## src/rts_pkg.sv

```systemverilog
// Shared types, codes and helpers for the reduction tree scoreboard.
// No dependencies; rts_table, rts_seq and the top level import this package.
`default_nettype none
package rts_pkg;

  localparam int MAX_NODES = 64;
  localparam int NODE_W    = 6;   // node address bits
  localparam int IDX_W     = 7;   // node index with the "none" code
  localparam int OWNER_W   = 64;
  localparam int ERR_W     = 16;

  localparam logic [IDX_W-1:0] NONE_IDX = 7'd64;

  // request modes
  localparam logic [2:0] MD_LOAD   = 3'd0;
  localparam logic [2:0] MD_CLAIM  = 3'd1;
  localparam logic [2:0] MD_COMMIT = 3'd2;
  localparam logic [2:0] MD_QUERY  = 3'd3;
  localparam logic [2:0] MD_STATUS = 3'd4;
  localparam logic [2:0] MD_CANCEL = 3'd5;
  localparam logic [2:0] MD_RETIRE = 3'd6;

  // answer status codes
  localparam logic [2:0] ST_OK      = 3'd0;
  localparam logic [2:0] ST_STALE   = 3'd1;
  localparam logic [2:0] ST_INVALID = 3'd2;
  localparam logic [2:0] ST_NOTHERE = 3'd3;
  localparam logic [2:0] ST_FAILED  = 3'd4;
  localparam logic [2:0] ST_BUSY    = 3'd5;

  // node progress codes
  localparam logic [1:0] PR_WAITING  = 2'd0;
  localparam logic [1:0] PR_BORROWED = 2'd1;
  localparam logic [1:0] PR_READY    = 2'd2;
  localparam logic [1:0] PR_FAILED   = 2'd3;

  // configuration register indexes
  localparam logic [2:0] CFG_PROGRAM    = 3'd0;
  localparam logic [2:0] CFG_INVOCATION = 3'd1;
  localparam logic [2:0] CFG_OWNER      = 3'd2;
  localparam logic [2:0] CFG_COUNT      = 3'd3;
  localparam logic [2:0] CFG_CANCEL     = 3'd4;

  typedef enum logic [3:0] {
    S_IDLE,
    S_TOK1,
    S_TOK2,
    S_EV0,
    S_EV1,
    S_EV2,
    S_LOAD,
    S_LOAD2,
    S_RT0,
    S_RT1,
    S_DONE
  } state_t;

  typedef enum logic [1:0] {
    PH_TGT,
    PH_LEFT,
    PH_RIGHT
  } phase_t;

  typedef struct packed {
    logic [2:0]       st;
    logic             flag;
    logic [ERR_W-1:0] err;
  } ans_t;

  typedef struct packed {
    logic [OWNER_W-1:0] program_id;
    logic [OWNER_W-1:0] invocation_id;
    logic [OWNER_W-1:0] local_owner;
    logic [IDX_W-1:0]   cnt;          // effective node count, at most MAX_NODES
    logic [ERR_W-1:0]   cancel_code;
  } cfg_t;

  // sequencer to node tables
  typedef struct packed {
    logic [NODE_W-1:0]  raddr;
    logic [NODE_W-1:0]  own_raddr;
    logic               lay_we;
    logic               own_we;
    logic               prog_we;
    logic               err_we;
    logic [NODE_W-1:0]  waddr;
    logic [2*IDX_W-1:0] lay_wdata;    // {left, right}
    logic [OWNER_W-1:0] own_wdata;
    logic [1:0]         prog_wdata;
    logic [ERR_W-1:0]   err_wdata;
    logic               par_we;
    logic [NODE_W-1:0]  par_waddr;
    logic [NODE_W-1:0]  par_wdata;
    logic               clr;          // retire: all progress back to waiting
  } tbl_req_t;

  // node tables to sequencer, in the cycle after the read address
  typedef struct packed {
    logic [IDX_W-1:0]   left;
    logic [IDX_W-1:0]   right;
    logic [OWNER_W-1:0] own;
    logic [IDX_W-1:0]   par;
    logic [1:0]         prog;
    logic [ERR_W-1:0]   err;
  } tbl_rd_t;

  // flag only with ok, error only with failed
  function automatic ans_t mk(logic [2:0] st, logic flag, logic [ERR_W-1:0] err);
    ans_t a;
    a.st   = st;
    a.flag = (st == ST_OK) ? flag : 1'b0;
    a.err  = (st == ST_FAILED) ? err : '0;
    return a;
  endfunction

  // ready query answer of one node
  function automatic ans_t rq(logic needed, logic [ERR_W-1:0] gerr, logic [1:0] prog,
                              logic [ERR_W-1:0] err);
    ans_t a;
    if (!needed) begin
      a = mk(ST_INVALID, 1'b0, '0);
    end else if (gerr != '0) begin
      a = mk(ST_FAILED, 1'b0, gerr);
    end else if (prog == PR_FAILED) begin
      a = mk(ST_FAILED, 1'b0, err);
    end else begin
      a = mk(ST_OK, prog == PR_READY, '0);
    end
    return a;
  endfunction

endpackage
`default_nettype wire

```

## src/rts_seq.sv

```systemverilog
// Request sequencer: token check, node evaluation, tree walks and the answer register.
// Depends on rts_pkg; drives the node tables in rts_table.
`default_nettype none
module rts_seq (
  input  wire logic                          clk,
  input  wire logic                          rst,
  input  wire rts_pkg::cfg_t                 cfg,
  input  wire logic                          in_valid,
  output logic                               in_ready,
  input  wire logic [2:0]                    mode,
  input  wire logic [rts_pkg::NODE_W-1:0]    node,
  input  wire logic [rts_pkg::IDX_W-1:0]     left_child,
  input  wire logic [rts_pkg::IDX_W-1:0]     right_child,
  input  wire logic [rts_pkg::OWNER_W-1:0]   node_owner,
  input  wire logic [rts_pkg::OWNER_W-1:0]   token_program,
  input  wire logic [rts_pkg::OWNER_W-1:0]   token_invocation,
  input  wire logic [rts_pkg::ERR_W-1:0]     error_value,
  output logic                               out_valid,
  input  wire logic                          out_ready,
  output logic [2:0]                         status,
  output logic                               flag,
  output logic [rts_pkg::ERR_W-1:0]          error_code,
  output rts_pkg::tbl_req_t                  tq,
  input  wire rts_pkg::tbl_rd_t              rd,
  input  wire logic [rts_pkg::MAX_NODES-1:0] claimed
);
  import rts_pkg::*;

  state_t state, state_next;

  // request word
  logic [2:0]         mode_q;
  logic [NODE_W-1:0]  node_q;
  logic [IDX_W-1:0]   l_q, r_q;
  logic [OWNER_W-1:0] owner_q, tp_q, ti_q;
  logic [ERR_W-1:0]   ev_q;

  // walk and evaluation registers
  logic [IDX_W-1:0]   x;
  phase_t             phase;
  logic               complete;
  logic               own_hit;
  logic [IDX_W-1:0]   ex_par, ex_left, ex_right, tgt_right;
  logic [1:0]         ex_prog, tgt_prog;
  logic [ERR_W-1:0]   ex_err, tgt_err;
  logic [ERR_W-1:0]   gerr;
  ans_t               ans;

  logic               accept;
  logic [IDX_W-1:0]   x_inc;
  logic [OWNER_W-1:0] cmp_a, cmp_b;
  logic               cmp_eq;

  // evaluation decision
  logic               needed;
  ans_t               rq_ans;
  logic               ev_finish, ev_more, ev_cplt, ev_prog_we, ev_err_we;
  ans_t               ev_ans;
  logic [IDX_W-1:0]   ev_nx;
  phase_t             ev_nphase;
  logic [1:0]         ev_prog_wd, fin_prog;
  logic [ERR_W-1:0]   fin_err;

  logic               ld_leaf, ld_inv;
  logic               rt_busy, rt_last, ret_clr;

  assign accept = in_valid && in_ready;
  assign x_inc  = x + 7'd1;

  // the one shared 64-bit comparator
  always_comb begin
    case (state)
      S_TOK1: begin
        cmp_a = tp_q;
        cmp_b = cfg.program_id;
      end
      S_TOK2: begin
        cmp_a = ti_q;
        cmp_b = cfg.invocation_id;
      end
      default: begin
        cmp_a = rd.own;
        cmp_b = cfg.local_owner;
      end
    endcase
  end
  assign cmp_eq = (cmp_a == cmp_b);

  assign needed = (x < cfg.cnt) && (own_hit || (ex_par == NONE_IDX) || cmp_eq);
  assign rq_ans = rq(needed, gerr, ex_prog, ex_err);
  assign fin_prog = (phase == PH_TGT) ? ex_prog : tgt_prog;
  assign fin_err  = (phase == PH_TGT) ? ex_err : tgt_err;

  always_comb begin
    ev_finish  = 1'b0;
    ev_more    = 1'b0;
    ev_ans     = mk(ST_OK, 1'b0, '0);
    ev_nx      = x;
    ev_nphase  = phase;
    ev_cplt    = complete;
    ev_prog_we = 1'b0;
    ev_prog_wd = PR_WAITING;
    ev_err_we  = 1'b0;
    case (mode_q)
      MD_QUERY: begin
        ev_finish = 1'b1;
        ev_ans    = rq_ans;
      end
      MD_CLAIM: begin
        ev_finish = 1'b1;
        if (phase == PH_TGT && !needed) begin
          ev_ans = mk(ST_NOTHERE, 1'b0, '0);
        end else if (phase == PH_TGT && gerr != '0) begin
          ev_ans = mk(ST_FAILED, 1'b0, gerr);
        end else if (phase == PH_TGT && own_hit && ex_left != NONE_IDX) begin
          ev_finish = 1'b0;
          ev_more   = 1'b1;
          ev_nx     = ex_left;
          ev_nphase = PH_LEFT;
        end else if (phase != PH_TGT && (rq_ans.st != ST_OK || !rq_ans.flag)) begin
          ev_ans = rq_ans;
        end else if (phase == PH_LEFT) begin
          ev_finish = 1'b0;
          ev_more   = 1'b1;
          ev_nx     = tgt_right;
          ev_nphase = PH_RIGHT;
        end else if (fin_prog == PR_WAITING) begin
          ev_prog_we = 1'b1;
          ev_prog_wd = PR_BORROWED;
          ev_ans     = mk(ST_OK, 1'b1, '0);
        end else if (fin_prog == PR_FAILED) begin
          ev_ans = mk(ST_FAILED, 1'b0, fin_err);
        end else begin
          ev_ans = mk(ST_OK, 1'b0, '0);
        end
      end
      MD_COMMIT: begin
        ev_finish = 1'b1;
        if (!needed) begin
          ev_ans = mk(ST_NOTHERE, 1'b0, '0);
        end else if (ex_prog != PR_BORROWED) begin
          ev_ans = mk(ST_INVALID, 1'b0, '0);
        end else begin
          ev_prog_we = 1'b1;
          ev_prog_wd = (ev_q != '0) ? PR_FAILED : PR_READY;
          ev_err_we  = (ev_q != '0);
          ev_ans     = mk(ST_OK, 1'b0, '0);
        end
      end
      MD_STATUS: begin
        ev_cplt = complete & (!needed | rq_ans.flag);
        if (needed && rq_ans.st != ST_OK) begin
          ev_finish = 1'b1;
          ev_ans    = rq_ans;
        end else if (x_inc >= cfg.cnt) begin
          ev_finish = 1'b1;
          ev_ans    = mk(ST_OK, ev_cplt, '0);
        end else begin
          ev_more = 1'b1;
          ev_nx   = x_inc;
        end
      end
      default: begin
        ev_finish = 1'b1;
        ev_ans    = mk(ST_INVALID, 1'b0, '0);
      end
    endcase
  end

  // load checks: node below the count, children below the node, distinct and still without a parent
  assign ld_leaf = (l_q == NONE_IDX) && (r_q == NONE_IDX);
  assign ld_inv  = ({1'b0, node_q} >= cfg.cnt) ||
                   (!ld_leaf && ((l_q >= {1'b0, node_q}) || (r_q >= {1'b0, node_q}) ||
                                 (l_q == r_q) || claimed[l_q[NODE_W-1:0]] ||
                                 claimed[r_q[NODE_W-1:0]]));

  assign rt_busy = (rd.prog == PR_BORROWED);
  assign rt_last = (x_inc >= cfg.cnt);
  assign ret_clr = (state == S_RT1 && !rt_busy && rt_last) ||
                   (accept && mode == MD_RETIRE && cfg.cnt == '0);

  // next state
  always_comb begin
    state_next = state;
    case (state)
      S_IDLE: begin
        if (accept) begin
          case (mode)
            MD_LOAD:             state_next = S_LOAD;
            MD_CLAIM, MD_COMMIT: state_next = S_TOK1;
            MD_QUERY:            state_next = S_EV0;
            MD_STATUS:           state_next = (cfg.cnt == '0) ? S_DONE : S_EV0;
            MD_RETIRE:           state_next = (cfg.cnt == '0) ? S_DONE : S_RT0;
            default:             state_next = S_DONE;
          endcase
        end
      end
      S_TOK1:  state_next = cmp_eq ? S_TOK2 : S_DONE;
      S_TOK2:  state_next = (cmp_eq && {1'b0, node_q} < cfg.cnt) ? S_EV0 : S_DONE;
      S_EV0:   state_next = S_EV1;
      S_EV1:   state_next = S_EV2;
      S_EV2:   state_next = ev_more ? S_EV0 : S_DONE;
      S_LOAD:  state_next = (!ld_inv && !ld_leaf) ? S_LOAD2 : S_DONE;
      S_LOAD2: state_next = S_DONE;
      S_RT0:   state_next = S_RT1;
      S_RT1:   state_next = (rt_busy || rt_last) ? S_DONE : S_RT0;
      S_DONE:  state_next = (!out_valid || out_ready) ? S_IDLE : S_DONE;
      default: state_next = S_IDLE;
    endcase
  end

  // table requests and handshake outputs
  always_comb begin
    tq            = '0;
    tq.raddr      = x[NODE_W-1:0];
    tq.own_raddr  = (state == S_EV1) ? rd.par[NODE_W-1:0] : x[NODE_W-1:0];
    tq.waddr      = node_q;
    tq.lay_wdata  = {l_q, r_q};
    tq.own_wdata  = owner_q;
    tq.prog_wdata = ev_prog_wd;
    tq.err_wdata  = ev_q;
    tq.par_wdata  = node_q;
    tq.par_waddr  = l_q[NODE_W-1:0];
    tq.clr        = ret_clr;
    case (state)
      S_LOAD: begin
        tq.lay_we = !ld_inv;
        tq.own_we = !ld_inv;
        tq.par_we = !ld_inv && !ld_leaf;
      end
      S_LOAD2: begin
        tq.par_we    = 1'b1;
        tq.par_waddr = r_q[NODE_W-1:0];
      end
      S_EV2: begin
        tq.prog_we = ev_prog_we;
        tq.err_we  = ev_err_we;
      end
      default: begin
      end
    endcase
    in_ready = (state == S_IDLE);
  end

  always_ff @(posedge clk) begin
    if (rst) begin
      state     <= S_IDLE;
      gerr      <= '0;
      out_valid <= 1'b0;
    end else begin
      state <= state_next;
      if (accept && mode == MD_CANCEL && gerr == '0) begin
        gerr <= (error_value != '0) ? error_value : cfg.cancel_code;
      end else if (ret_clr) begin
        gerr <= '0;
      end
      if (state == S_DONE && (!out_valid || out_ready)) begin
        out_valid <= 1'b1;
      end else if (out_ready) begin
        out_valid <= 1'b0;
      end
    end
  end

  // datapath
  always_ff @(posedge clk) begin
    case (state)
      S_IDLE: begin
        if (accept) begin
          mode_q   <= mode;
          node_q   <= node;
          l_q      <= left_child;
          r_q      <= right_child;
          owner_q  <= node_owner;
          tp_q     <= token_program;
          ti_q     <= token_invocation;
          ev_q     <= error_value;
          x        <= (mode == MD_QUERY) ? {1'b0, node} : '0;
          phase    <= PH_TGT;
          complete <= 1'b1;
          case (mode)
            // an empty status walk reports a complete tree
            MD_STATUS:            ans <= mk(ST_OK, 1'b1, '0);
            MD_CANCEL, MD_RETIRE: ans <= mk(ST_OK, 1'b0, '0);
            default:              ans <= mk(ST_INVALID, 1'b0, '0);
          endcase
        end
      end
      S_TOK1: begin
        ans <= mk(ST_STALE, 1'b0, '0);
      end
      S_TOK2: begin
        x <= {1'b0, node_q};
        if (!cmp_eq) begin
          ans <= mk(ST_STALE, 1'b0, '0);
        end else begin
          ans <= mk(ST_INVALID, 1'b0, '0);
        end
      end
      S_EV1: begin
        own_hit  <= cmp_eq;
        ex_par   <= rd.par;
        ex_prog  <= rd.prog;
        ex_err   <= rd.err;
        ex_left  <= rd.left;
        ex_right <= rd.right;
      end
      S_EV2: begin
        if (phase == PH_TGT) begin
          tgt_right <= ex_right;
          tgt_prog  <= ex_prog;
          tgt_err   <= ex_err;
        end
        complete <= ev_cplt;
        if (ev_finish) begin
          ans <= ev_ans;
        end
        if (ev_more) begin
          x     <= ev_nx;
          phase <= ev_nphase;
        end
      end
      S_LOAD: begin
        ans <= ld_inv ? mk(ST_INVALID, 1'b0, '0) : mk(ST_OK, 1'b0, '0);
      end
      S_RT1: begin
        if (rt_busy) begin
          ans <= mk(ST_BUSY, 1'b0, '0);
        end else if (rt_last) begin
          ans <= mk(ST_OK, 1'b0, '0);
        end else begin
          x <= x_inc;
        end
      end
      S_DONE: begin
        if (!out_valid || out_ready) begin
          status     <= ans.st;
          flag       <= ans.flag;
          error_code <= ans.err;
        end
      end
      default: begin
      end
    endcase
  end

  a_leave_idle: assert property (@(posedge clk) disable iff (rst)
    accept |=> state != S_IDLE)
    else $error("accepted word did not start work");

  a_gerr_sticky: assert property (@(posedge clk) disable iff (rst)
    (gerr != '0) |=> (gerr == $past(gerr)) || (gerr == '0))
    else $error("global error overwritten");

  a_prog_write: assert property (@(posedge clk) disable iff (rst)
    tq.prog_we |-> (state == S_EV2) && (mode_q == MD_CLAIM || mode_q == MD_COMMIT))
    else $error("progress written outside claim or commit");

endmodule
`default_nettype wire

```

## config.mk

```make
export PLATFORM = sky130hd
export DESIGN_NAME = rts_seq
export DESIGN_NICKNAME = d
export VERILOG_FILES = /design/src/rts_pkg.sv /design/src/rts_seq.sv
export SDC_FILE = /design/constraint.sdc
export NUM_CORES = 1
export LEC_CHECK = 0
export ABC_CLOCK_PERIOD_IN_PS = 11480
export BUFFER_PORTS_ARGS = -buffer_cell sky130_fd_sc_hd__buf_4
export CAP_MARGIN = 10
export CORE_AREA = 2 2 296 298
export CTS_CLUSTER_SIZE = 16
export DETAILED_ROUTE_END_ITERATION = 7
export DIE_AREA = 0 0 298 300
export GPL_ROUTABILITY_DRIVEN = 0
export GPL_TIMING_DRIVEN = 0
export PLACE_DENSITY = 0.45
export SKIP_CTS_REPAIR_TIMING = 1
export SYNTH_ARGS = -nofsm -noshare
export SYNTH_HDL_FRONTEND = slang
export SYNTH_SLANG_ARGS = --single-unit
export TNS_END_PERCENT = 5
```

## constraint.sdc

```tcl
create_clock -name clk -period 11.48 [get_ports clk]
set_input_delay 0.574 -clock clk [delete_from_list [all_inputs] [get_ports clk]]
set_output_delay 0.574 -clock clk [all_outputs]
set_load 0.1 [all_outputs]
```

==> results.md <==
* Share of cells above drive strength 1 at roughly two fifths
* Delay-heaviest family, CP: buffers and inverters
* Crit Path Category: register to output port
* HPWL Detailed at around 87000 um
* Post-route ant nets at 0
* Crit-path slowest cell: buf_1
* First-pass GRT wire length at around 150000 um
* Clock Sinks at approximately 370
* Worst Setup Start Kind: register
* Multi-input gate area at around 8000 um^2
* Top Ports at 771
* Met1 wire length at roughly 43000 um
* Grt ovf at 0
* Placed inst area at around 27000 um^2
* H-tree levels at 2
* Final Skew at around 21 ps
* Final-stage net count at about 3200
* Total Wirelength at 107800 um
* Die height at roughly 300 um
* Die Area at 89400 um^2
* Unique masters post-synth at 75
* GRT Overall Usage at 23.10%
* Die Width at roughly 300 um
* Share of power burned in registers at about 29%
* Synth area leader: edfxtp_1
* Slew margin rel. at 12.72%
* Max rail drop VDD at between 0.1 and 0.15 mV
* CP required at around 11000 ps
* Synth async-reset ratio at 0%
* Outcome: finished clean
* Placed Instances at approximately 3600
* Sequential area share after synthesis at approximately 55%
* Area Growth Syn to Fin at 45.44%
* Mapped Area at 19820 um^2
* Routed vias at approximately 20000
* Met2 wire len at between 50000 and 60000 um
* Worst-case clock buffer depth at 3
* Wire per inst at between 20 and 30 um
* HP Class: input port to register
* Vias in the first global route at approximately 20000
* Max-cap violation count at 0
* Critical Path Most Common Cell: buf_2
* Crit Path Max Fanout at 10
* Final Hold Viols at 0
* Post-synth EDFFs at 346
* Crit-path cells: nand2b_1, buf_2, buf_2, buf_2, buf_1, o22ai_1, a2bb2oi_1, o22ai_1, nor4_1, nand4_1, or4_4, clkinv_2, o21ai_4, clkbuf_1, nor3_1, buf_4
* DRC at 0
* Largest net degree at the start of global routing at between 60 and 70
* Met3 routed WL at roughly 9000 um
* Syn Inst Count at 1694
* Fillers at between 8000 and 9000
* Final Critical Period at 6821 ps
* Synth Flop Type: edfxtp_1
* Final setup fails at 0
* First-pass DRT Iterations at 6
* Combinational cell fraction of total power at approximately half
* Fin crit share at between 50% and 60%
* Setup TNS at 0 ps
* Antenna violations before repair at 26
* Leak at roughly 11 nW
* Design Area, Final at 28820 um^2
* Reg clk slew, reported paths at approximately 60 ps
* Power share of the clock group at 21.7%
* Int Power at ~3.8 mW
* Synthesized flop and latch total at 367
* Initial Utilization at around 23%
* Vias per Instance at ~5.2
* Num CTS Buffers at 48
* Cell area power density at approximately 250 nW/um^2
* DRT iter0 DRCs at approximately 1800
* Synth warn at 0
* Register cell area after layout at about 11000 um^2
* CTS Root Cell: clkbuf_16
* RSZ-0062 raised after global routing: no
* Avg Cell Area, Syn at about 12 um^2
* Synth area leaders: edfxtp_1 52%, mux4_2 4.8%, nor2_1 4.0%
* Net Sw Power at around 3.3 mW
* I/O Buffers at about 770
* Transition time at the pin with the least slew margin at 1309 ps
* Core Footprint at 86210 um^2
* Top routing layer in use: met5
* CP endpoint kind: output port
* Buffers and inverters on the worst path at 7
* Clk Latency, worst-skew pair at 590 ps
* CTS tree: yes
* Synth top area share at approximately 52%
* CP peak stage delay at 990 ps
* Critical path arrival at between 6000 and 7000 ps
* Rows at 108
* Fmax at 0.1466 GHz
* Mapped Nets at around 2300
* Switching Share at ~47%
* Fin cells at about 3700
* Fin. max-slew vios at 0
-- placed cells by master, fill, tap and decap left out, types with 45 or more instances in the layout --
| cell | netlist | final |
|---|---|---|
| o21ai_0 | 61 | 61 |
| clkbuf_16 | 0 | 48 |
| a21oi_1 | 95 | 95 |
| xor2_1 | 53 | 53 |
| clkbuf_1 | 40 | 45 |
| nor3_1 | 48 | 46 |
| o22ai_1 | 78 | 78 |
| a22oi_1 | 85 | 85 |
| buf_4 | 24 | 793 |
| nand2_1 | 61 | 61 |
| edfxtp_1 | 346 | 346 |
| nor2_1 | 213 | 213 |
-- power groups by stage --
stage / Combinational (mW) / Clock (mW) / Sequential (mW)
final: 3.52 / 1.55 / 2.06
after global routing: 3.70 / 1.63 / 2.08
after CTS: 3.52 / 1.59 / 2.05
after detailed placement: 3.51 / 0 / 2.08
after global placement: 3.42 / 0 / 2.22
after floorplan: 1.63 / 0 / 2.70
-- stage by stage --
stage               power, mW  setup WS (ps)  utilization, %  hold WS (ps)
floorplan               4.327          785.9               -         400.3
global placement        5.645          -5916           31.36         408.3
detailed placement      5.585           4825           31.60         405.5
CTS                     7.160           4413           33.41         118.0
global route            7.411           4358           33.43         127.3
finish                  7.125           4659           33.43         158.3
-- flip-flops by register name, indices dropped and copies added (netlist names), 2 cells and up --
name and count:
ans 20, error_code 16, ev_q 16, ex_err 16, ex_left 7, ex_par 7, ex_prog 2, ex_right 7
gerr 16, l_q 7, mode_q 3, node_q 6, owner_q 64, phase 2, r_q 7, state 4
status 3, tgt_err 16, tgt_prog 2, tgt_right 7, ti_q 64, tp_q 64, x 7
-- synthesized netlist by cell type, drive strengths merged, types with 6 or more instances --
library cell	number
a21oi	96
mux2i	22
nor2b	13
nand2b	10
a311oi	35
a2bb2oi	31
nor2	213
o32ai	15
o22ai	78
ha	33
edfxtp	346
buf	80
a21o	8
o21bai	30
nand2	61
dfxtp	21
nand4	10
o221ai	6
nor4	21
inv	41
a22oi	85
a221o	16
and3	7
a22o	12
o31ai	11
clkbuf	41
nand3	9
o21a	9
xor2	53
a2111oi	10
o211ai	16
o21ai	63
a32oi	14
nor3	48
mux4	42
a211oi	10
mux2	11
-- layer usage --
layer / vias to the layer above / track usage, %
met5: - / 0
met4: 14 / 7.933
met3: 200 / 6.272
met2: 1081 / 38.79
met1: 9700 / 28.57
li1: 8436 / -
-- layout make-up --
cell class / instances / area share (%)
flip-flops and latches: 367 / 37.50
multi-input cells: 1163 / 28.61
repair buffers: 781 / 20.70
well taps: 1155 / 5.014
clock buffers: 54 / 4.245
plain buffers: 121 / 2.131
clock inverters: 31 / 1.189
inverters: 43 / 0.5643
diodes: 5 / 0.04341
-- worst paths after layout --
path,from,to,slack (ps),cells after the start
setup / recovery,state[0],tq[116],4660,16
setup reg to reg,state[0],ans[1],5020,16
hold reg to reg,ans[17],status[0],420,0
hold / removal,left_child[0],l_q[0],160,1
-- cells by family after synthesis --
logic type,synth area share (%)
mux,6.509
simple gates,9.697
flops,54.55
xor+xnor,2.519
buf+inv,3.901
fa+ha+maj,2.083
compound gates,20.75
(Power assumes the default switching activity.)
